`src/sv/alm_pkg.sv`:
```
// alm_pkg: types, constants and command/status structs for the audio level meter
// used by every module of the block but alm_ram; depends on nothing
package alm_pkg;

    localparam int SAMPLE_W   = 16;
    localparam int MAG_W      = 16;
    localparam int SQ_W       = 31;
    localparam int MAX_FRAME  = 256;
    localparam int FCNT_W     = $clog2(MAX_FRAME + 1);
    localparam int SUM_W      = SQ_W + $clog2(MAX_FRAME);
    localparam int LENGTH_BITS = 24;
    localparam int SEG_W      = 24;
    localparam int LEVEL_W    = 8;
    localparam int THR_W      = 8;
    localparam int HANG_W     = 16;
    localparam int SIL_W      = HANG_W + 1;
    localparam int CFG_ADDR_W = 1;
    localparam int CFG_DATA_W = 16;

    localparam int Q_W        = 64;
    localparam int Q_FRAC     = 60;
    localparam logic [Q_W-1:0] Q_ONE = 64'h1000_0000_0000_0000;
    localparam logic [Q_W-1:0] Q_TWO = 64'h2000_0000_0000_0000;
    localparam logic [Q_W-1:0] Q_TEN = 64'hA000_0000_0000_0000;
    localparam int POW_STEPS  = 7;
    localparam int PCNT_W     = 3;

    localparam int TAB_DEPTH  = 255;
    localparam int TAB_AW     = 8;
    localparam int TAB_W      = 18;
    localparam int T_SHIFT    = 30;
    localparam int T_NUM_W    = Q_W - T_SHIFT + 1;
    localparam int T_HALF     = 50000;
    localparam int T_DIV      = 100000;

    // divide by 100000 as shift by 5, then multiply by ceil(2^41 / 3125)
    localparam int T_PRE_SHIFT   = 5;
    localparam int T_M_W         = T_NUM_W - T_PRE_SHIFT;
    localparam int T_RECIP_SHIFT = 41;
    localparam logic [T_M_W-1:0] T_RECIP = 30'd703687442;

    localparam int DIV_N      = SUM_W;
    localparam int DIV_DW     = FCNT_W;
    localparam int DIV_CW     = $clog2(DIV_N);
    localparam int BIT_W      = 3;

    localparam logic [CFG_ADDR_W-1:0] CFG_SPEECH_THRESHOLD = 1'd0;
    localparam logic [CFG_ADDR_W-1:0] CFG_HANGOVER_SAMPLES = 1'd1;

    localparam logic [THR_W-1:0]  THR_RESET  = 8'd15;
    localparam logic [HANG_W-1:0] HANG_RESET = 16'd16000;

    typedef enum logic [1:0] {
        MUL_SQ,
        MUL_AC,
        MUL_TX
    } mul_sel_t;

    typedef enum logic [4:0] {
        ST_BIS_INIT,
        ST_BIS_CHECK,
        ST_SQ_START,
        ST_SQ_WAIT,
        ST_AC_START,
        ST_AC_WAIT,
        ST_BIS_UPD,
        ST_TAB_INIT,
        ST_TX_START,
        ST_TX_WAIT,
        ST_TD_START,
        ST_TD_WAIT,
        ST_IDLE,
        ST_MEAN_WAIT,
        ST_SR_ADDR,
        ST_SR_CMP,
        ST_UPDATE
    } state_t;

    typedef struct packed {
        logic     bis_init;
        logic     bis_load;
        logic     bis_upd;
        logic     mul_start;
        mul_sel_t mul_sel;
        logic     sq_load;
        logic     ac_load;
        logic     x_load;
        logic     tab_init;
        logic     tab_div_start;
        logic     tab_write;
        logic     take;
        logic     srch_init;
        logic     srch_cmp;
        logic     out_load;
    } cmd_t;

    typedef struct packed {
        logic bis_done;
        logic mul_done;
        logic div_done;
        logic tab_last;
        logic closing;
        logic bit_zero;
    } st_t;

endpackage

```
`src/sv/alm_ctrl.sv`:
```
// alm_ctrl: controller state machine - table build after reset, frame close sequencing
// depends on alm_pkg
module alm_ctrl (
    input  logic          aclk,
    input  logic          aresetn,
    input  alm_pkg::st_t  st,
    input  logic          s_valid,
    output logic          s_ready,
    output logic          m_valid,
    input  logic          m_ready,
    output alm_pkg::cmd_t cmd
);

    alm_pkg::state_t            state_reg, state_next;
    logic [alm_pkg::PCNT_W-1:0] pcnt_reg, pcnt_next;
    logic                       m_valid_reg, m_valid_next;
    logic                       out_free, take, pow_last;

    assign out_free = !m_valid_reg || m_ready;
    assign take     = (state_reg == alm_pkg::ST_IDLE) && s_valid;
    assign pow_last = pcnt_reg == alm_pkg::PCNT_W'(alm_pkg::POW_STEPS - 1);

    always_comb begin
        state_next = state_reg;
        case (state_reg)
            alm_pkg::ST_BIS_INIT:  state_next = alm_pkg::ST_BIS_CHECK;
            alm_pkg::ST_BIS_CHECK: state_next = st.bis_done ? alm_pkg::ST_TAB_INIT
                                                            : alm_pkg::ST_SQ_START;
            alm_pkg::ST_SQ_START:  state_next = alm_pkg::ST_SQ_WAIT;
            alm_pkg::ST_SQ_WAIT: begin
                if (st.mul_done) state_next = alm_pkg::ST_AC_START;
            end
            alm_pkg::ST_AC_START:  state_next = alm_pkg::ST_AC_WAIT;
            alm_pkg::ST_AC_WAIT: begin
                if (st.mul_done) begin
                    state_next = pow_last ? alm_pkg::ST_BIS_UPD : alm_pkg::ST_SQ_START;
                end
            end
            alm_pkg::ST_BIS_UPD:   state_next = alm_pkg::ST_BIS_CHECK;
            alm_pkg::ST_TAB_INIT:  state_next = alm_pkg::ST_TX_START;
            alm_pkg::ST_TX_START:  state_next = alm_pkg::ST_TX_WAIT;
            alm_pkg::ST_TX_WAIT: begin
                if (st.mul_done) state_next = alm_pkg::ST_TD_START;
            end
            alm_pkg::ST_TD_START:  state_next = alm_pkg::ST_TD_WAIT;
            alm_pkg::ST_TD_WAIT: begin
                state_next = st.tab_last ? alm_pkg::ST_IDLE : alm_pkg::ST_TX_START;
            end
            alm_pkg::ST_IDLE: begin
                if (take && st.closing) state_next = alm_pkg::ST_MEAN_WAIT;
            end
            alm_pkg::ST_MEAN_WAIT: begin
                if (st.div_done) state_next = alm_pkg::ST_SR_ADDR;
            end
            alm_pkg::ST_SR_ADDR:   state_next = alm_pkg::ST_SR_CMP;
            alm_pkg::ST_SR_CMP:    state_next = st.bit_zero ? alm_pkg::ST_UPDATE
                                                            : alm_pkg::ST_SR_ADDR;
            alm_pkg::ST_UPDATE: begin
                if (out_free) state_next = alm_pkg::ST_IDLE;
            end
            default:               state_next = alm_pkg::ST_BIS_INIT;
        endcase
    end

    always_comb begin
        cmd           = '0;
        cmd.mul_sel   = alm_pkg::MUL_TX;
        pcnt_next     = pcnt_reg;
        m_valid_next  = m_valid_reg && !m_ready;
        case (state_reg)
            alm_pkg::ST_BIS_INIT:  cmd.bis_init = 1'b1;
            alm_pkg::ST_BIS_CHECK: begin
                cmd.bis_load = !st.bis_done;
                pcnt_next    = '0;
            end
            alm_pkg::ST_SQ_START: begin
                cmd.mul_start = 1'b1;
                cmd.mul_sel   = alm_pkg::MUL_SQ;
            end
            alm_pkg::ST_SQ_WAIT:   cmd.sq_load = st.mul_done;
            alm_pkg::ST_AC_START: begin
                cmd.mul_start = 1'b1;
                cmd.mul_sel   = alm_pkg::MUL_AC;
            end
            alm_pkg::ST_AC_WAIT: begin
                cmd.ac_load = st.mul_done;
                if (st.mul_done) pcnt_next = pcnt_reg + 1'b1;
            end
            alm_pkg::ST_BIS_UPD:   cmd.bis_upd = 1'b1;
            alm_pkg::ST_TAB_INIT:  cmd.tab_init = 1'b1;
            alm_pkg::ST_TX_START:  cmd.mul_start = 1'b1;
            alm_pkg::ST_TX_WAIT:   cmd.x_load = st.mul_done;
            alm_pkg::ST_TD_START:  cmd.tab_div_start = 1'b1;
            alm_pkg::ST_TD_WAIT:   cmd.tab_write = 1'b1;
            alm_pkg::ST_IDLE:      cmd.take = take;
            alm_pkg::ST_MEAN_WAIT: cmd.srch_init = st.div_done;
            alm_pkg::ST_SR_CMP:    cmd.srch_cmp = 1'b1;
            alm_pkg::ST_UPDATE: begin
                cmd.out_load = out_free;
                if (out_free) m_valid_next = 1'b1;
            end
            default: ;
        endcase
    end

    always_ff @(posedge aclk) begin
        if (!aresetn) begin
            state_reg   <= alm_pkg::ST_BIS_INIT;
            pcnt_reg    <= '0;
            m_valid_reg <= 1'b0;
        end else begin
            state_reg   <= state_next;
            pcnt_reg    <= pcnt_next;
            m_valid_reg <= m_valid_next;
        end
    end

    assign s_ready = state_reg == alm_pkg::ST_IDLE;
    assign m_valid = m_valid_reg;

endmodule

```
`config.mk`:
```
export PLATFORM = sky130hd
export DESIGN_NAME = alm_ctrl
export DESIGN_NICKNAME = d
export VERILOG_FILES = /design/src/sv/alm_pkg.sv /design/src/sv/alm_ctrl.sv
export SDC_FILE = /design/constraint.sdc
export NUM_CORES = 1
export LEC_CHECK = 0
export BUFFER_PORTS_ARGS = -buffer_cell sky130_fd_sc_hd__buf_2
export CAP_MARGIN = 5
export CORE_AREA = 3 3 46 48
export DETAILED_ROUTE_END_ITERATION = 7
export DIE_AREA = 0 0 49 51
export GPL_TIMING_DRIVEN = 0
export HOLD_SLACK_MARGIN = 0.15
export PLACE_DENSITY_LB_ADDON = 0.15
export RECOVER_POWER = 50
export SLEW_MARGIN = 10
export SYNTH_ARGS = -nofsm -noshare
export SYNTH_HDL_FRONTEND = slang
export SYNTH_SLANG_ARGS = --single-unit
```
`constraint.sdc`:
```
create_clock -name aclk -period 1.7 [get_ports aclk]
set_input_delay 0.34 -clock aclk [delete_from_list [all_inputs] [get_ports aclk]]
set_output_delay 0.34 -clock aclk [all_outputs]
set_load 0.05 [all_outputs]
```
==> metrics.yaml, run 1 <==
drt:
  drt_iter0_markers: 64
  drtPass1Iterations: 4
  via_per_inst: 5.98
  antenna_left: 0
  drc: 0
  via_count: 1154
  wl_per_cell_um: 21.7
  drt_wl_total_um: 4190
die:
  fp.dieW_um: 49
  num_rows: 15
  die_area_um2: 2500
  coreArea_um2: 1750
  die_y_um: 51
  ioPinCount: 28
  start_util: 0.475
clock_tree:
  clk_pin_slew_worst_paths_ps: 60
  cts_sinks: 9
  cts_hold_buf: 0
  clk_latency_ps: 270
  cts-root-buf: "clkbuf_4"
  clock_path_buffers: 2
  cts_buffers: 3
  cts_tree: "yes"
  htreeDepth: 1
worst_setup_path:
  critPathLaunch: "state_reg[3]"
  cp-endpoint: "cmd[4]"
  worstSetupStartpointType: "register"
  path_max_fanout: 5
  reg2reg_from: "state_reg[0]"
  cp_data_required_time_ps: 1360
  regToRegEndpoint: "state_reg[0]"
  crit_type: "register to primary output"
  worstRegToRegCells: 6
  end_kind: "primary output"
  r2r_setup_slack_ps: -110
  crit_arrival_ps: 1490
logic_synthesis:
  avgSynthCellArea_um2: 7.60
  async_flop_share: 0
  synth_cell_types: 45
  postSynthNetCount: 121
  synth_edf_count: 0
  yosys_register_bits: 9
  yosysTopAreaCell: "dfxtp_1"
  postSynthCellCount: 109
  syn_area_um2: 828
  synth_flop_cell: "dfxtp_1"
  synth.area.top_cells: "dfxtp_1 (22%), nand2_1 (5.9%), nor2_1 (5.4%), buf_6 (4.1%), a21oi_1 (3.0%)"
  synth_top_area_frac: 0.218
  ys_seq_area_frac: 0.218
  ys.warnings.count: 0
placed_design:
  place_area_um2: 1060
  port_buffers: 26
  place_ws_ps: -76.4
  gp_congestion: 0.849
  hpwlAfterDp_um: 1660
timing:
  worst_clock_skew_ps: 5.07
  setup_viol: 18
  hold_viol: 0
  worst_pin_slew_ps: 604
  relSlewSlack: 0.599
  holdWs_ps: 403
  fin_ws_ps: -135
  fmax_mhz: 545
  rsz0062_at_grt: "yes"
  finalCritPeriodShare: 1.08
  slew_viol_final: 0
  period_minus_slack_ps: 1830
cells_and_area:
  layout-drive-gt1-share: 0.649
  antennaDiodeCount: 0
  final_cell_mix: "buf_4 (27), buf_6 (15), buf_8 (9), nand2_1 (9), buf_2 (8)"
  num-nets-final: 181
  syn2layout_area_growth_pct: 97.6
  final_common_cell: "buf_4"
  design_area_um2: 1640
  largest_reg_flops: 5
status:
  violations: "negative setup slack"
  status: "finished with violations"
global_routing:
  grt-ovfl-total: 0
  track_usage: 0.262
  grt_max_degree: 11
  grt_pass1_wl_um: 5160
  grt_pass1_vias: 1104
  antenna_found_initial: 0
power:
  max-vdd-ir-drop_v: 0.000865
  p_per_area_nw_per_um2: 994
  leakagePower_nw: 0.657
  power_mw: 1.63
worst_hold_path:
  hold_path_class: "primary input to register"
flow_run:
  maxCapViolCount: 0
## worst min-delay path by stage
stage	from	endpoint	slack, ps	cells after the start
6_report	st[0]	state_reg[4]	400	3
3_3_place_gp	pcnt_reg[2]	pcnt_reg[2]	500	2
5_1_grt	st[0]	state_reg[4]	390	3
2_1_floorplan	st[0]	state_reg[4]	480	2
4_1_cts	st[0]	state_reg[4]	370	3
3_5_place_dp	pcnt_reg[2]	pcnt_reg[2]	520	2
## cell type report
cell class,instances,area [µm²]
sequential,9,191
multi-input combinational,84,743
timing repair buffer,56,515
fill,54,109
clock buffer,4,26.3
inverter,7,35.0
buffer,8,93.8
tap,25,31.3
## worst max-delay path, cell delays in order (launching register included)
cell and delay, ps:
dfxtp_4 410, buf_8 150, nand3b_1 180, buf_6 190, nor2_4 120, buf_8 170
## cell families (layout without fill, tap and decap cells)
family / Yosys count / in the layout / share of synthesized area
DFF: 9 / 9 / 0.218
AOI/OAI and AO/OA: 27 / 27 / 0.255
xor gates and xnor gates: 3 / 3 / 0.0408
adders and majority gates: 2 / 2 / 0.0302
buffers and inverters: 16 / 75 / 0.113
and+or+nand+nor: 52 / 52 / 0.343
## report_power, final
part           total (mW)  switching [mW]  internal (mW)
clock network       0.171          0.0800         0.0907
logic                1.18           0.653          0.525
registers           0.278          0.0381          0.240
total                1.63           0.771          0.856
## routing by layer
metal,track usage,up-vias,wire [µm],part of all wire
li1,-,511,-,-
met3,0.0496,14,303,0.072
met2,0.500,82,2190,0.52
met1,0.299,547,1550,0.37
met5,0,-,0,0
met4,0.0616,0,149,0.036
## cell usage after synthesis, types with 3 or more instances
cell	n
nor3_1	4
inv_1	5
buf_6	3
o21ai_0	3
nor2b_1	3
a21oi_1	5
buf_2	3
o21ai_1	3
nand3_1	5
nor2_1	12
dfxtp_1	9
nand2_1	13
## through the flow
step	utilization	setup TNS [ps]	instances
6_report	0.938	-1230	193
5_1_grt	0.938	-2330	193
4_1_cts	0.861	-385	185
3_5_place_dp	0.606	-137	160
2_1_floorplan	-	-990	109
3_3_place_gp	0.606	-86.9	160
## repair_timing
action / in CTS / in global routing
endpoints found under the setup margin: 17 / 20
resized for setup: 68 / 21
pin swaps: 8 / 10
buffers inserted: 20 / 9
cloned: 1 / 0
Note: power is estimated with default switching activity, not from simulation.
==> run 2, diff against run 1 <==
--- a/config.mk
+++ b/config.mk
@@ -12,6 +12,7 @@
 export DIE_AREA = 0 0 49 51
 export GPL_TIMING_DRIVEN = 0
 export HOLD_SLACK_MARGIN = 0.15
+export MAX_ROUTING_LAYER = met4
 export PLACE_DENSITY_LB_ADDON = 0.15
 export RECOVER_POWER = 50
 export SLEW_MARGIN = 10
==> metrics.yaml, run 2 (synthesized netlist as in run 1, its figures left out) <==
drt:
  wl_met3_um: 325
  via_count: 1164
  drt_iter0_markers: 48
  antenna_left: 0
  highest-signal-layer: "met4"
  wl_met1_um: 1560
  via_per_inst: 6.03
  drt_wl_total_um: 4190
  wl_met2_um: 2120
  drtPass1Iterations: 4
  wl_per_cell_um: 21.7
  drc: 0
timing:
  holdWs_ps: 405
  fmax_mhz: 543
  worst_pin_slew_ps: 604
  finalCritPeriodShare: 1.08
  worst_clock_skew_ps: 6.20
  rsz0062_at_grt: "yes"
  tns_ps: -1230
  period_minus_slack_ps: 1840
  setup_viol: 18
  slew_viol_final: 0
  hold_viol: 0
  relSlewSlack: 0.599
  fin_ws_ps: -141
worst_setup_path:
  reg2reg_from: "state_reg[3]"
  cp_data_required_time_ps: 1360
  crit_arrival_ps: 1500
  worstRegToRegCells: 8
  regToRegEndpoint: "state_reg[1]"
  end_kind: "primary output"
  worstSetupStartpointType: "register"
  crit_type: "register to primary output"
  r2r_setup_slack_ps: -70
  path_max_fanout: 5
  critPathLaunch: "state_reg[3]"
cells_and_area:
  nFillCells: 54
  layout-drive-gt1-share: 0.649
  seq_area_um2: 191
  num-nets-final: 181
  final_cell_mix: "buf_4 (27), buf_6 (15), buf_8 (9), nand2_1 (9), buf_2 (8)"
  layoutNonFillerInstCount: 193
  antennaDiodeCount: 0
  multi_input_area_um2: 743
  design_area_um2: 1640
  syn2layout_area_growth_pct: 97.6
  final_common_cell: "buf_4"
  fin_util: 0.938
  largest_reg_flops: 5
die:
  start_util: 0.475
  die_y_um: 51
  coreArea_um2: 1750
  die_area_um2: 2500
  ioPinCount: 28
  num_rows: 15
  fp.dieW_um: 49
placed_design:
  gp_congestion: 0.863
  dpl.cell_count: 160
  hpwlAfterDp_um: 1660
  port_buffers: 26
  place_area_um2: 1060
global_routing:
  grt_pass1_vias: 1109
  track_usage: 0.268
  antenna_found_initial: 0
  grt_pass1_wl_um: 5130
  grt-ovfl-total: 0
  grt_max_degree: 11
clock_tree:
  clk_latency_ps: 270
  clock_path_buffers: 2
  cts_buffers: 3
  cts_sinks: 9
  cts-root-buf: "clkbuf_4"
  clk_pin_slew_worst_paths_ps: 70
  cts_tree: "yes"
  htreeDepth: 1
  cts_hold_buf: 0
power:
  seqPwrFrac: 0.171
  combPwrFrac: 0.725
  switching_power_mw: 0.773
  p_clk_frac: 0.105
  p_per_area_nw_per_um2: 995
  leakagePower_nw: 0.657
  p_int_mw: 0.856
  p_sw_frac: 0.475
  max-vdd-ir-drop_v: 0.000864
worst_hold_path:
  hp-start: "st[0]"
  hold_path_class: "primary input to register"
  holdPathEnd: "state_reg[4]"
  whs_path_depth: 3
status:
  status: "finished with violations"
  violations: "negative setup slack"
flow_run:
  maxCapViolCount: 0
## run 2: power by group through the flow
stage               combinational (mW)  sequential [mW]  clock, mW
floorplan                        0.557            0.256          0
global placement                 0.668            0.260          0
detailed placement               0.679            0.260          0
CTS                               1.00            0.271      0.165
global route                      1.23            0.279      0.183
finish                            1.18            0.278      0.170
## run 2: worst max path at each step
stage                     depth (start not counted)            to  slack [ps]
after floorplan                                   3        cmd[7]        -190
after global placement                            6       cmd[11]         -40
after detailed placement                          6       cmd[11]         -80
after CTS                                         5        cmd[7]         -80
after global routing                              8  state_reg[2]        -180
final                                             5        cmd[4]        -140
## run 2: timing repair
item | in CTS | in global routing
cloned | 1 | 0
buffers inserted | 20 | 9
pin swaps | 8 | 11
hold endpoints to repair | 0 | 0
endpoints found under the setup margin | 17 | 20
gates resized for setup | 68 | 21
## run 2: area by class of cell
type / count / share of cell area
plain buffers: 8 / 0.0573
flip-flops and latches: 9 / 0.117
repair buffers: 56 / 0.315
well taps: 25 / 0.0191
clock buffers: 4 / 0.0161
inverters: 7 / 0.0214
multi-input cells: 84 / 0.454
## run 2: stage by stage
stage	setup WS [ps]	total power [mW]
floorplan	-189	0.813
CTS	-76.9	1.44
finish	-141	1.63
detailed placement	-76.4	0.939
global route	-177	1.69
global placement	-38.9	0.928
## run 2: per-layer routing
metal  GRT usage  up-vias
li1            -      502
met1       0.296      564
met2       0.502       80
met3      0.0466       18
met4      0.0616        0
met5           -        -
## run 2: worst max-delay path: stages (launching register included)
cell and delay [ps]:
dfxtp_4 410, buf_8 160, nand3b_1 190, buf_6 200
nor2_4 110, buf_8 160
